File: src/rtl/bole_pkg.sv
// types and constants shared by the bounded ordered list engine
package bole_pkg;

   localparam int DEPTH_DEF      = 16;
   localparam int DATA_WIDTH_DEF = 32;

   typedef enum logic [3:0] {
      ACT_APPEND     = 4'd0,
      ACT_PREPEND    = 4'd1,
      ACT_TAKE_TAIL  = 4'd2,
      ACT_TAKE_HEAD  = 4'd3,
      ACT_INSERT     = 4'd4,
      ACT_FIND       = 4'd5,
      ACT_DELETE     = 4'd6,
      ACT_SORT       = 4'd7,
      ACT_REVERSE    = 4'd8,
      ACT_CLEAR      = 4'd9,
      ACT_SHOW       = 4'd10
   } action_type;

   typedef enum logic [1:0] {
      ST_OK      = 2'd0,
      ST_EMPTY   = 2'd1,
      ST_FULL    = 2'd2,
      ST_MISSING = 2'd3
   } status_type;

   typedef struct packed {
      logic [3:0]         action;
      logic signed [31:0] value;
   } req_type;

   typedef struct packed {
      status_type         status;
      logic [3:0]         position;
      logic signed [31:0] element;
      logic [4:0]         count;
      logic               last;
   } rsp_type;

   typedef enum logic [4:0] {
      OP_NONE,
      OP_LOAD,
      OP_APPEND,
      OP_DEC,
      OP_CLEAR,
      OP_SU_INIT,
      OP_SU_RD,
      OP_SU_WR,
      OP_SU_FIN,
      OP_SCAN_RD,
      OP_SCAN_NEXT,
      OP_FOUND,
      OP_SD_RD,
      OP_SD_WR,
      OP_SORT_START,
      OP_SORT_LOAD,
      OP_SORT_RD,
      OP_SORT_CMP,
      OP_SORT_END,
      OP_REV_INIT,
      OP_REV_RA,
      OP_REV_RB,
      OP_REV_WA,
      OP_REV_WB,
      OP_SHOW_RD,
      OP_SHOW_EMIT
   } dp_op_type;

   typedef struct packed {
      dp_op_type  op;
      logic       st_en;
      status_type st;
   } cmd_type;

   typedef struct packed {
      logic [3:0] act;
      logic       full;
      logic       empty;
      logic       few;
      logic       hit;
      logic       i_last;
      logic       j_eq_i;
      logic       i_ge_j;
      logic       j_end;
      logic       pass_last;
   } stat_type;

   typedef enum logic [4:0] {
      S_IDLE,
      S_DISPATCH,
      S_SCAN_RD,
      S_SCAN_CHK,
      S_SU_INIT,
      S_SU_RD,
      S_SU_WR,
      S_SD_RD,
      S_SD_WR,
      S_SORT_START,
      S_SORT_LOAD,
      S_SORT_RD,
      S_SORT_CMP,
      S_REV_TEST,
      S_REV_RB,
      S_REV_WA,
      S_REV_WB,
      S_SHOW_RD,
      S_SHOW_EMIT,
      S_RESP
   } ctl_state_type;

endpackage

File: src/rtl/bole_ram.sv
// generic single write port ram with registered read
module bole_ram #(
   parameter int WIDTH = 32,
   parameter int DEPTH = 16
) (
   input  logic                     clock,
   input  logic                     wr_en,
   input  logic [$clog2(DEPTH)-1:0] wr_addr,
   input  logic [WIDTH-1:0]         wr_data,
   input  logic [$clog2(DEPTH)-1:0] rd_addr,
   output logic [WIDTH-1:0]         rd_data
);

   logic [WIDTH-1:0] mem [DEPTH];

   always_ff @(posedge clock) begin
      if (wr_en) begin
         mem[wr_addr] <= wr_data;
      end
      rd_data <= mem[rd_addr];
   end

endmodule

File: src/rtl/bole_controller.sv
// sequencing state machine of the bounded ordered list engine
module bole_controller (
   input  logic               clock,
   input  logic               reset,
   input  logic               start,
   output logic               busy,
   output logic               rsp_strobe,
   input  bole_pkg::stat_type stat,
   output bole_pkg::cmd_type  cmd
);

   bole_pkg::ctl_state_type state_ff, state_in;

   always_ff @(posedge clock) begin
      if (reset) begin
         state_ff <= bole_pkg::S_IDLE;
      end else begin
         state_ff <= state_in;
      end
   end

   // next state
   always_comb begin
      state_in = state_ff;
      case (state_ff)
         bole_pkg::S_IDLE: begin
            if (start) state_in = bole_pkg::S_DISPATCH;
         end
         bole_pkg::S_DISPATCH: begin
            state_in = bole_pkg::S_RESP;
            case (stat.act)
               bole_pkg::ACT_PREPEND: begin
                  if (!stat.full) state_in = bole_pkg::S_SU_INIT;
               end
               bole_pkg::ACT_INSERT: begin
                  if (stat.empty) state_in = bole_pkg::S_SU_INIT;
                  else if (!stat.full) state_in = bole_pkg::S_SCAN_RD;
               end
               bole_pkg::ACT_TAKE_HEAD: begin
                  if (!stat.empty) state_in = bole_pkg::S_SD_RD;
               end
               bole_pkg::ACT_FIND, bole_pkg::ACT_DELETE: begin
                  if (!stat.empty) state_in = bole_pkg::S_SCAN_RD;
               end
               bole_pkg::ACT_SORT: begin
                  if (!stat.few) state_in = bole_pkg::S_SORT_START;
               end
               bole_pkg::ACT_REVERSE: begin
                  if (!stat.few) state_in = bole_pkg::S_REV_TEST;
               end
               bole_pkg::ACT_SHOW: begin
                  if (!stat.empty) state_in = bole_pkg::S_SHOW_RD;
               end
               default: state_in = bole_pkg::S_RESP;
            endcase
         end
         bole_pkg::S_SCAN_RD: state_in = bole_pkg::S_SCAN_CHK;
         bole_pkg::S_SCAN_CHK: begin
            if (stat.hit) begin
               if (stat.act == bole_pkg::ACT_INSERT) begin
                  state_in = bole_pkg::S_SU_INIT;
               end else if (stat.act == bole_pkg::ACT_DELETE) begin
                  state_in = bole_pkg::S_SD_RD;
               end else begin
                  state_in = bole_pkg::S_RESP;
               end
            end else if (stat.i_last) begin
               if (stat.act == bole_pkg::ACT_INSERT) begin
                  state_in = bole_pkg::S_SU_INIT;
               end else begin
                  state_in = bole_pkg::S_RESP;
               end
            end else begin
               state_in = bole_pkg::S_SCAN_RD;
            end
         end
         bole_pkg::S_SU_INIT: state_in = bole_pkg::S_SU_RD;
         bole_pkg::S_SU_RD: begin
            state_in = stat.j_eq_i ? bole_pkg::S_RESP : bole_pkg::S_SU_WR;
         end
         bole_pkg::S_SU_WR: state_in = bole_pkg::S_SU_RD;
         bole_pkg::S_SD_RD: begin
            state_in = stat.i_last ? bole_pkg::S_RESP : bole_pkg::S_SD_WR;
         end
         bole_pkg::S_SD_WR: state_in = bole_pkg::S_SD_RD;
         bole_pkg::S_SORT_START: state_in = bole_pkg::S_SORT_LOAD;
         bole_pkg::S_SORT_LOAD: state_in = bole_pkg::S_SORT_RD;
         bole_pkg::S_SORT_RD: begin
            if (stat.j_end) begin
               state_in = stat.pass_last ? bole_pkg::S_RESP : bole_pkg::S_SORT_START;
            end else begin
               state_in = bole_pkg::S_SORT_CMP;
            end
         end
         bole_pkg::S_SORT_CMP: state_in = bole_pkg::S_SORT_RD;
         bole_pkg::S_REV_TEST: begin
            state_in = stat.i_ge_j ? bole_pkg::S_RESP : bole_pkg::S_REV_RB;
         end
         bole_pkg::S_REV_RB: state_in = bole_pkg::S_REV_WA;
         bole_pkg::S_REV_WA: state_in = bole_pkg::S_REV_WB;
         bole_pkg::S_REV_WB: state_in = bole_pkg::S_REV_TEST;
         bole_pkg::S_SHOW_RD: state_in = bole_pkg::S_SHOW_EMIT;
         bole_pkg::S_SHOW_EMIT: begin
            state_in = stat.i_last ? bole_pkg::S_IDLE : bole_pkg::S_SHOW_RD;
         end
         bole_pkg::S_RESP: state_in = bole_pkg::S_IDLE;
         default: state_in = bole_pkg::S_IDLE;
      endcase
   end

   // outputs
   always_comb begin
      cmd.op     = bole_pkg::OP_NONE;
      cmd.st_en  = 1'b0;
      cmd.st     = bole_pkg::ST_OK;
      busy       = 1'b1;
      rsp_strobe = 1'b0;
      case (state_ff)
         bole_pkg::S_IDLE: begin
            busy = 1'b0;
            if (start) cmd.op = bole_pkg::OP_LOAD;
         end
         bole_pkg::S_DISPATCH: begin
            case (stat.act)
               bole_pkg::ACT_APPEND: begin
                  if (stat.full) begin
                     cmd.st_en = 1'b1;
                     cmd.st    = bole_pkg::ST_FULL;
                  end else begin
                     cmd.op = bole_pkg::OP_APPEND;
                  end
               end
               bole_pkg::ACT_PREPEND, bole_pkg::ACT_INSERT: begin
                  if (stat.full) begin
                     cmd.st_en = 1'b1;
                     cmd.st    = bole_pkg::ST_FULL;
                  end
               end
               bole_pkg::ACT_TAKE_TAIL: begin
                  if (stat.empty) begin
                     cmd.st_en = 1'b1;
                     cmd.st    = bole_pkg::ST_EMPTY;
                  end else begin
                     cmd.op = bole_pkg::OP_DEC;
                  end
               end
               bole_pkg::ACT_TAKE_HEAD, bole_pkg::ACT_DELETE, bole_pkg::ACT_SHOW: begin
                  if (stat.empty) begin
                     cmd.st_en = 1'b1;
                     cmd.st    = bole_pkg::ST_EMPTY;
                  end
               end
               bole_pkg::ACT_FIND: begin
                  if (stat.empty) begin
                     cmd.st_en = 1'b1;
                     cmd.st    = bole_pkg::ST_MISSING;
                  end
               end
               bole_pkg::ACT_REVERSE: begin
                  if (!stat.few) cmd.op = bole_pkg::OP_REV_INIT;
               end
               bole_pkg::ACT_CLEAR: cmd.op = bole_pkg::OP_CLEAR;
               default: cmd.op = bole_pkg::OP_NONE;
            endcase
         end
         bole_pkg::S_SCAN_RD: cmd.op = bole_pkg::OP_SCAN_RD;
         bole_pkg::S_SCAN_CHK: begin
            if (stat.hit) begin
               if (stat.act == bole_pkg::ACT_FIND) cmd.op = bole_pkg::OP_FOUND;
            end else if (stat.i_last) begin
               if (stat.act == bole_pkg::ACT_INSERT) begin
                  cmd.op = bole_pkg::OP_SCAN_NEXT;
               end else begin
                  cmd.st_en = 1'b1;
                  cmd.st    = bole_pkg::ST_MISSING;
               end
            end else begin
               cmd.op = bole_pkg::OP_SCAN_NEXT;
            end
         end
         bole_pkg::S_SU_INIT: cmd.op = bole_pkg::OP_SU_INIT;
         bole_pkg::S_SU_RD: begin
            cmd.op = stat.j_eq_i ? bole_pkg::OP_SU_FIN : bole_pkg::OP_SU_RD;
         end
         bole_pkg::S_SU_WR: cmd.op = bole_pkg::OP_SU_WR;
         bole_pkg::S_SD_RD: begin
            cmd.op = stat.i_last ? bole_pkg::OP_DEC : bole_pkg::OP_SD_RD;
         end
         bole_pkg::S_SD_WR: cmd.op = bole_pkg::OP_SD_WR;
         bole_pkg::S_SORT_START: cmd.op = bole_pkg::OP_SORT_START;
         bole_pkg::S_SORT_LOAD: cmd.op = bole_pkg::OP_SORT_LOAD;
         bole_pkg::S_SORT_RD: begin
            cmd.op = stat.j_end ? bole_pkg::OP_SORT_END : bole_pkg::OP_SORT_RD;
         end
         bole_pkg::S_SORT_CMP: cmd.op = bole_pkg::OP_SORT_CMP;
         bole_pkg::S_REV_TEST: begin
            if (!stat.i_ge_j) cmd.op = bole_pkg::OP_REV_RA;
         end
         bole_pkg::S_REV_RB: cmd.op = bole_pkg::OP_REV_RB;
         bole_pkg::S_REV_WA: cmd.op = bole_pkg::OP_REV_WA;
         bole_pkg::S_REV_WB: cmd.op = bole_pkg::OP_REV_WB;
         bole_pkg::S_SHOW_RD: cmd.op = bole_pkg::OP_SHOW_RD;
         bole_pkg::S_SHOW_EMIT: begin
            cmd.op     = bole_pkg::OP_SHOW_EMIT;
            rsp_strobe = 1'b1;
         end
         bole_pkg::S_RESP: rsp_strobe = 1'b1;
         default: busy = 1'b1;
      endcase
   end

endmodule

File: src/rtl/bole_datapath.sv
// registers, element store and compares of the bounded ordered list engine
module bole_datapath #(
   parameter int DEPTH      = bole_pkg::DEPTH_DEF,
   parameter int DATA_WIDTH = bole_pkg::DATA_WIDTH_DEF
) (
   input  logic               clock,
   input  logic               reset,
   input  bole_pkg::req_type  req,
   input  bole_pkg::cmd_type  cmd,
   output bole_pkg::stat_type stat,
   output bole_pkg::rsp_type  rsp
);

   localparam int IW = $clog2(DEPTH);
   localparam int CW = $clog2(DEPTH + 1);

   logic [3:0]                  act_ff, act_in;
   logic signed [DATA_WIDTH-1:0] key_ff, key_in;
   logic [CW-1:0]               cnt_ff, cnt_in;
   logic [CW-1:0]               i_ff, i_in;
   logic [CW-1:0]               j_ff, j_in;
   logic [CW-1:0]               p_ff, p_in;
   logic signed [DATA_WIDTH-1:0] hold_ff, hold_in;
   bole_pkg::status_type        st_ff, st_in;
   logic [CW-1:0]               pos_ff, pos_in;
   logic signed [DATA_WIDTH-1:0] elem_ff, elem_in;

   logic                         wr_en;
   logic [IW-1:0]                wr_addr;
   logic signed [DATA_WIDTH-1:0] wr_data;
   logic [IW-1:0]                rd_addr;
   logic signed [DATA_WIDTH-1:0] rd_data;

   logic [CW-1:0] i_inc, j_inc, j_dec, cnt_inc, cnt_dec;

   assign i_inc   = i_ff + CW'(1);
   assign j_inc   = j_ff + CW'(1);
   assign j_dec   = j_ff - CW'(1);
   assign cnt_inc = cnt_ff + CW'(1);
   assign cnt_dec = cnt_ff - CW'(1);

   bole_ram #(
      .WIDTH (DATA_WIDTH),
      .DEPTH (DEPTH)
   ) u_ram (
      .clock   (clock),
      .wr_en   (wr_en),
      .wr_addr (wr_addr),
      .wr_data (wr_data),
      .rd_addr (rd_addr),
      .rd_data (rd_data)
   );

   always_ff @(posedge clock) begin
      if (reset) begin
         cnt_ff <= '0;
      end else begin
         cnt_ff <= cnt_in;
      end
      act_ff  <= act_in;
      key_ff  <= key_in;
      i_ff    <= i_in;
      j_ff    <= j_in;
      p_ff    <= p_in;
      hold_ff <= hold_in;
      st_ff   <= st_in;
      pos_ff  <= pos_in;
      elem_ff <= elem_in;
   end

   always_comb begin
      act_in  = act_ff;
      key_in  = key_ff;
      cnt_in  = cnt_ff;
      i_in    = i_ff;
      j_in    = j_ff;
      p_in    = p_ff;
      hold_in = hold_ff;
      st_in   = st_ff;
      pos_in  = pos_ff;
      elem_in = elem_ff;
      wr_en   = 1'b0;
      wr_addr = i_ff[IW-1:0];
      wr_data = rd_data;
      rd_addr = i_ff[IW-1:0];
      case (cmd.op)
         bole_pkg::OP_LOAD: begin
            act_in  = req.action;
            key_in  = DATA_WIDTH'(req.value);
            i_in    = '0;
            j_in    = '0;
            p_in    = '0;
            st_in   = bole_pkg::ST_OK;
            pos_in  = '0;
            elem_in = '0;
         end
         bole_pkg::OP_APPEND: begin
            wr_en   = 1'b1;
            wr_addr = cnt_ff[IW-1:0];
            wr_data = key_ff;
            cnt_in  = cnt_inc;
         end
         bole_pkg::OP_DEC: cnt_in = cnt_dec;
         bole_pkg::OP_CLEAR: cnt_in = '0;
         bole_pkg::OP_SU_INIT: j_in = cnt_ff;
         bole_pkg::OP_SU_RD: rd_addr = j_dec[IW-1:0];
         bole_pkg::OP_SU_WR: begin
            wr_en   = 1'b1;
            wr_addr = j_ff[IW-1:0];
            j_in    = j_dec;
         end
         bole_pkg::OP_SU_FIN: begin
            wr_en   = 1'b1;
            wr_data = key_ff;
            cnt_in  = cnt_inc;
         end
         bole_pkg::OP_SCAN_RD: rd_addr = i_ff[IW-1:0];
         bole_pkg::OP_SCAN_NEXT: i_in = i_inc;
         bole_pkg::OP_FOUND: begin
            pos_in  = i_ff;
            elem_in = rd_data;
         end
         bole_pkg::OP_SD_RD: rd_addr = i_inc[IW-1:0];
         bole_pkg::OP_SD_WR: begin
            wr_en = 1'b1;
            i_in  = i_inc;
         end
         bole_pkg::OP_SORT_START: begin
            rd_addr = '0;
            j_in    = CW'(1);
         end
         bole_pkg::OP_SORT_LOAD: hold_in = rd_data;
         bole_pkg::OP_SORT_RD: rd_addr = j_ff[IW-1:0];
         bole_pkg::OP_SORT_CMP: begin
            wr_en   = 1'b1;
            wr_addr = j_dec[IW-1:0];
            if (hold_ff > rd_data) begin
               wr_data = rd_data;
            end else begin
               wr_data = hold_ff;
               hold_in = rd_data;
            end
            j_in = j_inc;
         end
         bole_pkg::OP_SORT_END: begin
            wr_en   = 1'b1;
            wr_addr = cnt_dec[IW-1:0];
            wr_data = hold_ff;
            p_in    = p_ff + CW'(1);
         end
         bole_pkg::OP_REV_INIT: j_in = cnt_dec;
         bole_pkg::OP_REV_RA: rd_addr = i_ff[IW-1:0];
         bole_pkg::OP_REV_RB: begin
            hold_in = rd_data;
            rd_addr = j_ff[IW-1:0];
         end
         bole_pkg::OP_REV_WA: wr_en = 1'b1;
         bole_pkg::OP_REV_WB: begin
            wr_en   = 1'b1;
            wr_addr = j_ff[IW-1:0];
            wr_data = hold_ff;
            i_in    = i_inc;
            j_in    = j_dec;
         end
         bole_pkg::OP_SHOW_RD: rd_addr = i_ff[IW-1:0];
         bole_pkg::OP_SHOW_EMIT: i_in = i_inc;
         default: wr_en = 1'b0;
      endcase
      if (cmd.st_en) st_in = cmd.st;
   end

   // status towards the controller
   always_comb begin
      stat.act       = act_ff;
      stat.full      = (cnt_ff == CW'(DEPTH));
      stat.empty     = (cnt_ff == '0);
      stat.few       = (cnt_ff < CW'(2));
      stat.hit       = (act_ff == bole_pkg::ACT_INSERT) ? !(rd_data < key_ff)
                                                        : (rd_data == key_ff);
      stat.i_last    = ((CW+1)'(i_ff) + (CW+1)'(1)) == (CW+1)'(cnt_ff);
      stat.j_eq_i    = (j_ff == i_ff);
      stat.i_ge_j    = (i_ff >= j_ff);
      stat.j_end     = (j_ff == cnt_ff);
      stat.pass_last = ((CW+1)'(p_ff) + (CW+1)'(2)) == (CW+1)'(cnt_ff);
   end

   // result transaction
   always_comb begin
      if (cmd.op == bole_pkg::OP_SHOW_EMIT) begin
         rsp.status   = bole_pkg::ST_OK;
         rsp.position = 4'(i_ff);
         rsp.element  = 32'(rd_data);
         rsp.count    = 5'(cnt_ff);
         rsp.last     = stat.i_last;
      end else begin
         rsp.status   = st_ff;
         rsp.position = 4'(pos_ff);
         rsp.element  = 32'(elem_ff);
         rsp.count    = 5'(cnt_ff);
         rsp.last     = 1'b1;
      end
   end

endmodule

File: src/rtl/bounded_ordered_list_engine.sv
// top level of the bounded ordered list engine
//
//  channel   ports                         handshake
//  request   start, busy, req              taken when start high and busy low
//  response  rsp_strobe, rsp               one-cycle strobe per result, no back-pressure
//
//  append, tail removal and clear go from dispatch straight to the response; other
//  single-result actions walk the element ram at one read port.
//  sort is bubble sort: one pass per element but one, for n elements.
//  show reads and then emits each element in turn, one result per element, last marked.
//  synchronous reset empties the list at once; entries need no clearing.
//  busy stays high from acceptance until the final result strobe.
module bounded_ordered_list_engine #(
   parameter int DEPTH      = bole_pkg::DEPTH_DEF,
   parameter int DATA_WIDTH = bole_pkg::DATA_WIDTH_DEF
) (
   input  logic              clock,
   input  logic              reset,
   input  logic              start,
   output logic              busy,
   input  bole_pkg::req_type req,
   output logic              rsp_strobe,
   output bole_pkg::rsp_type rsp
);

   bole_pkg::cmd_type  cmd;
   bole_pkg::stat_type stat;

   bole_controller u_ctl (
      .clock      (clock),
      .reset      (reset),
      .start      (start),
      .busy       (busy),
      .rsp_strobe (rsp_strobe),
      .stat       (stat),
      .cmd        (cmd)
   );

   bole_datapath #(
      .DEPTH      (DEPTH),
      .DATA_WIDTH (DATA_WIDTH)
   ) u_dp (
      .clock (clock),
      .reset (reset),
      .req   (req),
      .cmd   (cmd),
      .stat  (stat),
      .rsp   (rsp)
   );

endmodule

File: config.mk
export PLATFORM = sky130hd
export DESIGN_NAME = bounded_ordered_list_engine
export DESIGN_NICKNAME = d
export VERILOG_FILES = /design/src/rtl/bole_pkg.sv /design/src/rtl/bole_ram.sv /design/src/rtl/bole_controller.sv /design/src/rtl/bole_datapath.sv /design/src/rtl/bounded_ordered_list_engine.sv
export SDC_FILE = /design/constraint.sdc
export NUM_CORES = 1
export LEC_CHECK = 0
export BUFFER_PORTS_ARGS = -buffer_cell sky130_fd_sc_hd__buf_2
export CAP_MARGIN = 20
export CORE_MARGIN = 1.5
export CORE_UTILIZATION = 50
export CTS_CLUSTER_SIZE = 16
export DETAILED_ROUTE_END_ITERATION = 16
export GPL_ROUTABILITY_DRIVEN = 1
export PLACE_DENSITY_LB_ADDON = 0.12
export SLEW_MARGIN = 10
export SYNTH_ARGS = -nofsm -noshare
export SYNTH_HDL_FRONTEND = slang
export SYNTH_SLANG_ARGS = --single-unit
File: constraint.sdc
create_clock -name clock -period 10.2 [get_ports clock]
set_clock_uncertainty 0.05 [all_clocks]
set_input_delay 1.02 -clock clock [delete_from_list [all_inputs] [get_ports clock]]
set_output_delay 1.02 -clock clock [all_outputs]
set_load 0.01 [all_outputs]
==> flow_summary_export.csv, run 1 <==
group,metric,value,unit
setup_path,cp_top_family,"compound AO/OA/AOI/OAI gates",
yosys,synthAdderAreaFrac,3.22,%
floorplan,core_area,58000,um^2
pwr,swShare,37.8,%
yosys,synthCells,2157,
layout,fin_util,57.3,%
setup_path,cp_cell_sequence,"ha_1 -> nand3_1 -> xnor2_1 -> nor4_4 -> nor2_1 -> a22oi_2 -> o211a_4 -> buf_12 -> nand2_1 -> a32o_1 -> a221oi_1 -> and4_1",
yosys,synth-main-ff-cell,"edfxtp_1",
setup_path,path_buf_inv,1,
worst_hold_path,hold_class,"flop to flop",
routing,drcViolationCount,0,
layout,final_common_cell,"edfxtp_1",
floorplan,std_cell_rows,88,
setup_path,crit_path_start,"u_dp.i_ff[1]",
clock_network,cts_root_buffer,"clkbuf_16",
sta,worst_pin_slew,1.18,ns
pwr,clkPwrFrac,24.3,%
yosys,syn_area,29600,um^2
pwr,p_leak,12.2,nW
floorplan,ios,85,
status,status,"finished clean",
yosys,ys_warn_count,0,
global_route,grtUsageTotal,26.8,%
setup_path,crit_path_start_kind,"flop",
routing,via_count,18700,
pwr,p_sw,4.02,mW
routing,first_pass_iters,5,
layout,most-common-layout-cells,"633 x edfxtp_1, 293 x nand2_1, 151 x mux2i_1",
floorplan,initial_core_util,51.0,%
routing,wl,80800,um
pwr,combPwrFrac,35.8,%
yosys,synth_edf_count,633,
pwr,p_seq_share,39.9,%
yosys,yosysTopAreaCellShare,64.3,%
job,drv_cap,0,
clock_network,tritoncts,"built",
clock_network,clk_pin_slew,0.07,ns
clock_network,clk_latency,0.62,ns
routing,ant_nets,0,
pwr,power,10.6,mW
sta,max_freq,188,MHz
clock_network,htreeDepth,3,
layout,diodes,0,
global_route,antenna_found_initial,1,
yosys,synth_area_leaders,"edfxtp_1 64%, mux2i_1 5.1%, nand2_1 3.7%, ha_1 3.2%, dfxtp_1 2.8%",
global_route,grt_pass1_vias,18100,
sta,timing.final.crit_share,52.2,%
yosys,synth_top_family_by_area,"simple AND/OR/NAND/NOR gates",
global_route,grt_max_degree,157,
global_route,grt_pass1_wl,118000,um
yosys,synthXorXnorAreaFrac,1.04,%
sta,setup_tns,0,ns
place,gp_congestion,0.914,
yosys,yosysTopAreaCell,"edfxtp_1",
layout,drive_gt1_share,13.5,%
place,dp_hpwl,46800,um
yosys,synth-seq-area-share,67.1,%
pwr,ir_worst_vdd,0.000341,V
clock_network,post_cts_buffers,0,
setup_path,slowest_delay,0.70,ns
setup_path,endpoint_kind,"flop",
sta,finalMaxSlewViolations,0,
setup_path,cpMaxStageDelayCell,"buf_12",
pwr,p_int,6.60,mW
layout,fill_cells,4588,
clock_network,cts-resized-gates,0,
setup_path,r2r-start,"u_dp.i_ff[1]",
clock_network,cts_buffers,72,
floorplan,dieHeight,246,um
setup_path,cp_max_fo,156,
yosys,synth.avg_cell_area,13.7,um^2
setup_path,crit_type,"flop to flop",
sta,rsz0062_at_grt,"no",
yosys,synthMuxAreaShare,6.56,%
yosys,synth.net_count,2272,
global_route,overflow,0,
yosys,yosys.area_share.simple,9.96,%
worst_hold_path,hp-start,"u_dp.u_ram.rd_data[22]",
floorplan,die_w,246,um
yosys,ys_async_sr_fraction,0,%
sta,setup_viol,0,
sta,slew_headroom,21.6,%
place,numPortBuffers,84,
routing,drt_iter0_drc,2205,
layout,nets,2352,
pwr,p_per_area,320,nW/um^2
layout,area.growth.synth_to_final,12.4,%
setup_path,worstPathRequired,10.65,ns
routing,routedWlPerCell,26.4,um
yosys,synth.distinct_cells,79,
yosys,synth_compound_area_share,8.76,%
floorplan,die_area,60600,um^2
routing,routed_via_density,6.10,
clock_network,clock_sinks,675,
sta,hold_viol,0,
yosys,ys_ff_latch,675,
clock_network,clock_path_buffers,3,
sta,fin_crit,5.33,ns
clock_network,hold_buffers,0,
setup_path,crit_arrival,5.77,ns
-- cell usage after synthesis (3+ instances only) --
| master | instances |
|---|---|
| a211oi_1 | 5 |
| mux2_2 | 38 |
| dfxtp_1 | 42 |
| nand2b_1 | 13 |
| nor2b_1 | 18 |
| a2111oi_0 | 4 |
| and3_1 | 13 |
| o221ai_1 | 3 |
| inv_1 | 119 |
| o22ai_1 | 4 |
| o211ai_1 | 12 |
| o32ai_1 | 3 |
| o31ai_1 | 4 |
| buf_6 | 4 |
| a21o_1 | 27 |
| nand2_1 | 293 |
| nor4_1 | 4 |
| or3_1 | 4 |
| o21ai_0 | 35 |
| or2_2 | 7 |
| nand3_1 | 72 |
| nand4_1 | 17 |
| o31a_1 | 3 |
| mux2i_1 | 151 |
| nor3_1 | 25 |
| and4_1 | 25 |
| a31oi_1 | 8 |
| xor2_1 | 14 |
| xnor2_1 | 18 |
| nor3b_1 | 5 |
| nor2_1 | 69 |
| and2_1 | 40 |
| buf_2 | 42 |
| buf_1 | 10 |
| or4_1 | 5 |
| ha_1 | 76 |
| clkbuf_1 | 51 |
| a222oi_1 | 32 |
| buf_4 | 8 |
| a21oi_1 | 55 |
| a221oi_1 | 33 |
| edfxtp_1 | 633 |
| a32o_1 | 31 |
| a32oi_1 | 41 |
-- power by group through the flow --
stage               sequential [mW]  combinational, mW  clock [mW]
floorplan                      4.01               2.64           0
global route                   4.27               4.14        2.73
detailed placement             4.27               3.76           0
global placement               4.27               3.69           0
finish                         4.24               3.81        2.58
CTS                            4.22               3.78        2.62
-- layer usage --
layer,part of all wire [%],routed length (um),track usage (%)
met5,0,0,0
met4,2.1,1660,6.57
met3,9.7,7810,6.95
met2,45,36100,40.5
met1,44,35300,38.6
-- registers in the layout, indices dropped and copies added, names as in the netlist --
name and count:
u_ctl.state_ff 5, u_dp.act_ff 4, u_dp.cnt_ff 5, u_dp.elem_ff 32, u_dp.hold_ff 32, u_dp.i_ff 5
u_dp.j_ff 5, u_dp.key_ff 32, u_dp.p_ff 5, u_dp.pos_ff 4, u_dp.st_ff 2, u_dp.u_ram.mem 512
u_dp.u_ram.rd_data 32
-- layout make-up --
cell class	count	area [um^2]	area share [%]
multi-input combinational	1248	8930	26.9
sequential	675	19800	59.7
clock inverter	33	309	0.930
inverter	119	447	1.34
clock buffer	100	2020	6.07
tap	765	957	2.88
timing repair buffer	121	723	2.18
-- cell families after synthesis --
group / Yosys count
muxes: 189
DFF: 675
adders and majority gates: 76
buffers and inverters: 234
xor gates and xnor gates: 33
AOI/OAI and AO/OA: 332
and+or+nand+nor: 618
-- worst paths after layout --
path                                 end  slack, ns  cells past startpoint
setup reg to reg  u_dp.u_ram.rd_data[31]       4.87                     12
setup / recovery  u_dp.u_ram.rd_data[31]       4.87                     12
hold reg to reg         u_dp.hold_ff[22]       0.49                      0
hold / removal          u_dp.hold_ff[22]       0.49                      0
-- per-stage QoR --
stage | instance area (um^2) | setup slack (ns) | std cells | hold WS (ns)
finish | 33200 | 4.87 | 3061 | 0.493
global route | 33200 | 4.62 | 3061 | 0.497
CTS | 33200 | 5.03 | 3061 | 0.498
detailed placement | 30900 | 5.05 | 2928 | 0.487
global placement | 30900 | 5.11 | 2928 | 0.479
floorplan | 29600 | 5.42 | 2157 | 0.439
Note: power is estimated with default switching activity, not from simulation.
==> run 2: changes to the inputs <==
==> constraint.sdc (replaced) <==
create_clock -name clock -period 5.4 [get_ports clock]
set_clock_uncertainty 0.05 [all_clocks]
set_input_delay 0.54 -clock clock [delete_from_list [all_inputs] [get_ports clock]]
set_output_delay 0.54 -clock clock [all_outputs]
set_load 0.01 [all_outputs]
==> run 2 against run 1 <==
  * Sequential cell count is the same
  * Non-clock buffer count increased by 59
  * Register-to-register slack lost 4.6 ns
  * Setup slack worse by 4.6 ns
  * Clock power increased by 99%
  * Via count is 1.1% higher
  * Maximum frequency up 4.6%
  * Sequential power grew 87%
  * Worst hold slack got worse by 0.44 ns
  * Critical path type unchanged
  * Critical endpoint is now u_dp.u_ram.mem[7][11]
  * Largest cell class unchanged
==> flow_summary_export.csv, run 2 (same netlist as run 1, synthesis figures left out) <==
group,metric,value,unit
floorplan,die_area,60600,um^2
setup_path,cp_max_fo,16,
clock_network,clk_pin_slew,0.06,ns
clock_network,hold_buffers,0,
floorplan,initial_core_util,51.0,%
place,dp_hpwl,50500,um
sta,finalMaxSlewViolations,0,
layout,final_common_cell,"edfxtp_1",
clock_network,htreeDepth,3,
sta,timing.final.crit_share,94.3,%
setup_path,crit_path_start_kind,"flop",
routing,drcViolationCount,0,
clock_network,cts-resized-gates,0,
setup_path,cpMaxStageDelayCell,"nor3_1",
layout,largest_reg_flops,512,
routing,wl,79800,um
sta,rsz0062_at_grt,"no",
setup_path,endpoint_kind,"flop",
setup_path,slowest_delay,0.80,ns
routing,drt_iter0_drc,1894,
clock_network,post_cts_buffers,0,
layout,nets,2413,
clock_network,clock_path_buffers,3,
setup_path,crit_type,"flop to flop",
pwr,p_leak,12.6,nW
routing,ant_nets,0,
clock_network,cts_buffers,74,
clock_network,tritoncts,"built",
routing,routedWlPerCell,25.5,um
status,status,"finished clean",
sta,fin_crit,5.09,ns
clock_network,cts_root_buffer,"clkbuf_16",
layout,diodes,0,
setup_path,cp_cell_sequence,"nor2b_1 -> nand2_1 -> nor3_1 -> nor2_1 -> a211oi_1 -> nand2b_1 -> nor2_4 -> buf_4",
global_route,grt_max_degree,42,
floorplan,std_cell_rows,88,
global_route,overflow,0,
setup_path,worstPathRequired,5.65,ns
global_route,antenna_found_initial,1,
sta,hold_viol,0,
global_route,grt_pass1_vias,18500,
layout,drive_gt1_share,16.1,%
sta,slew_headroom,33.0,%
floorplan,dieHeight,246,um
pwr,ir_worst_vdd,0.000385,V
layout,fin_util,58.5,%
layout,regMostFlops,"u_dp.u_ram.mem",
routing,first_pass_iters,6,
setup_path,crit_arrival,5.35,ns
clock_network,clock_sinks,675,
clock_network,clk_latency,0.62,ns
floorplan,ios,85,
floorplan,die_w,246,um
job,drv_cap,0,
sta,setup_viol,0,
routing,via_count,18900,
global_route,grtUsageTotal,26.7,%
worst_hold_path,hold_class,"primary input to flop",
layout,area.growth.synth_to_final,14.8,%
sta,worst_pin_slew,1.01,ns
place,gp_congestion,0.940,
sta,setup_tns,0,ns
worst_hold_path,hp-start,"req[35]",
layout,most-common-layout-cells,"633 x edfxtp_1, 293 x nand2_1, 151 x mux2i_1",
floorplan,core_area,58000,um^2
place,numPortBuffers,84,
sta,max_freq,196,MHz
setup_path,r2r-start,"u_ctl.state_ff[2]",
global_route,grt_pass1_wl,119000,um
routing,routed_via_density,6.04,
pwr,p_per_area,613,nW/um^2
setup_path,crit_path_start,"u_ctl.state_ff[2]",
==> run 2: cell types whose count changed in the layout (fill, tap and decap cells not counted), moves of 4 or more <==
| cell | before | now |
|---|---|---|
| clkinv_2 | 8 | 13 |
| buf_12 | 2 | 11 |
| clkbuf_8 | 9 | 4 |
| buf_4 | 35 | 85 |
| clkbuf_16 | 73 | 77 |
==> run 2: where the power goes <==
part	switching, mW	leakage (nW)	internal [mW]
clock network	2.11	1.22	3.03
logic	5.03	5.29	2.72
registers	0.720	6.08	7.22
total	7.86	12.6	13.0
==> run 2: critical path: cells and delay by family (launching register included) <==
| family | cells | cell delay (ns) |
|---|---|---|
| buffers and inverters | 1 | 0.37 |
| AOI/OAI and AO/OA | 1 | 0.64 |
| and+or+nand+nor | 6 | 3.05 |
| DFF | 1 | 0.67 |
==> run 2: routing by layer <==
| metal | vias up | GRT usage, % | wire length, um |
|---|---|---|---|
| met1 | 9440 | 39.1 | 35900 |
| met3 | 136 | 6.06 | 6640 |
| li1 | 8506 | - | - |
| met5 | - | 0 | 10 |
| met4 | 2 | 7.52 | 1930 |
| met2 | 776 | 40.0 | 35300 |
==> run 2: layout make-up <==
type                            count  area (um^2)
Inverter                          119          447
Timing Repair Buffer              180         1280
Tap cell                          765          957
Sequential cell                   675        19800
Multi-Input combinational cell   1248         8930
Clock buffer                       96         2040
Fill cell                        4527        24100
Clock inverter                     42          450
==> run 2: final timing paths <==
check	to	cells after the start	slack, ns
max	u_dp.u_ram.mem[7][11]	8	0.31
max reg2reg	u_dp.u_ram.mem[7][11]	8	0.31
min reg2reg	u_dp.hold_ff[25]	0	0.48
min	u_dp.act_ff[3]	1	0.05
==> run 2: through the flow <==
step                total power [mW]  setup WS [ns]  instance area, um^2  hold WS (ns)  instances
global route                    21.8          0.141                33900        0.0267       3125
floorplan                       12.6          0.621                29600         0.439       2157
CTS                             20.8          0.442                33900        0.0174       3125
finish                          20.8          0.306                33900        0.0500       3125
global placement                15.5          0.555                31500         0.469       2987
detailed placement              15.7          0.460                31500         0.471       2987
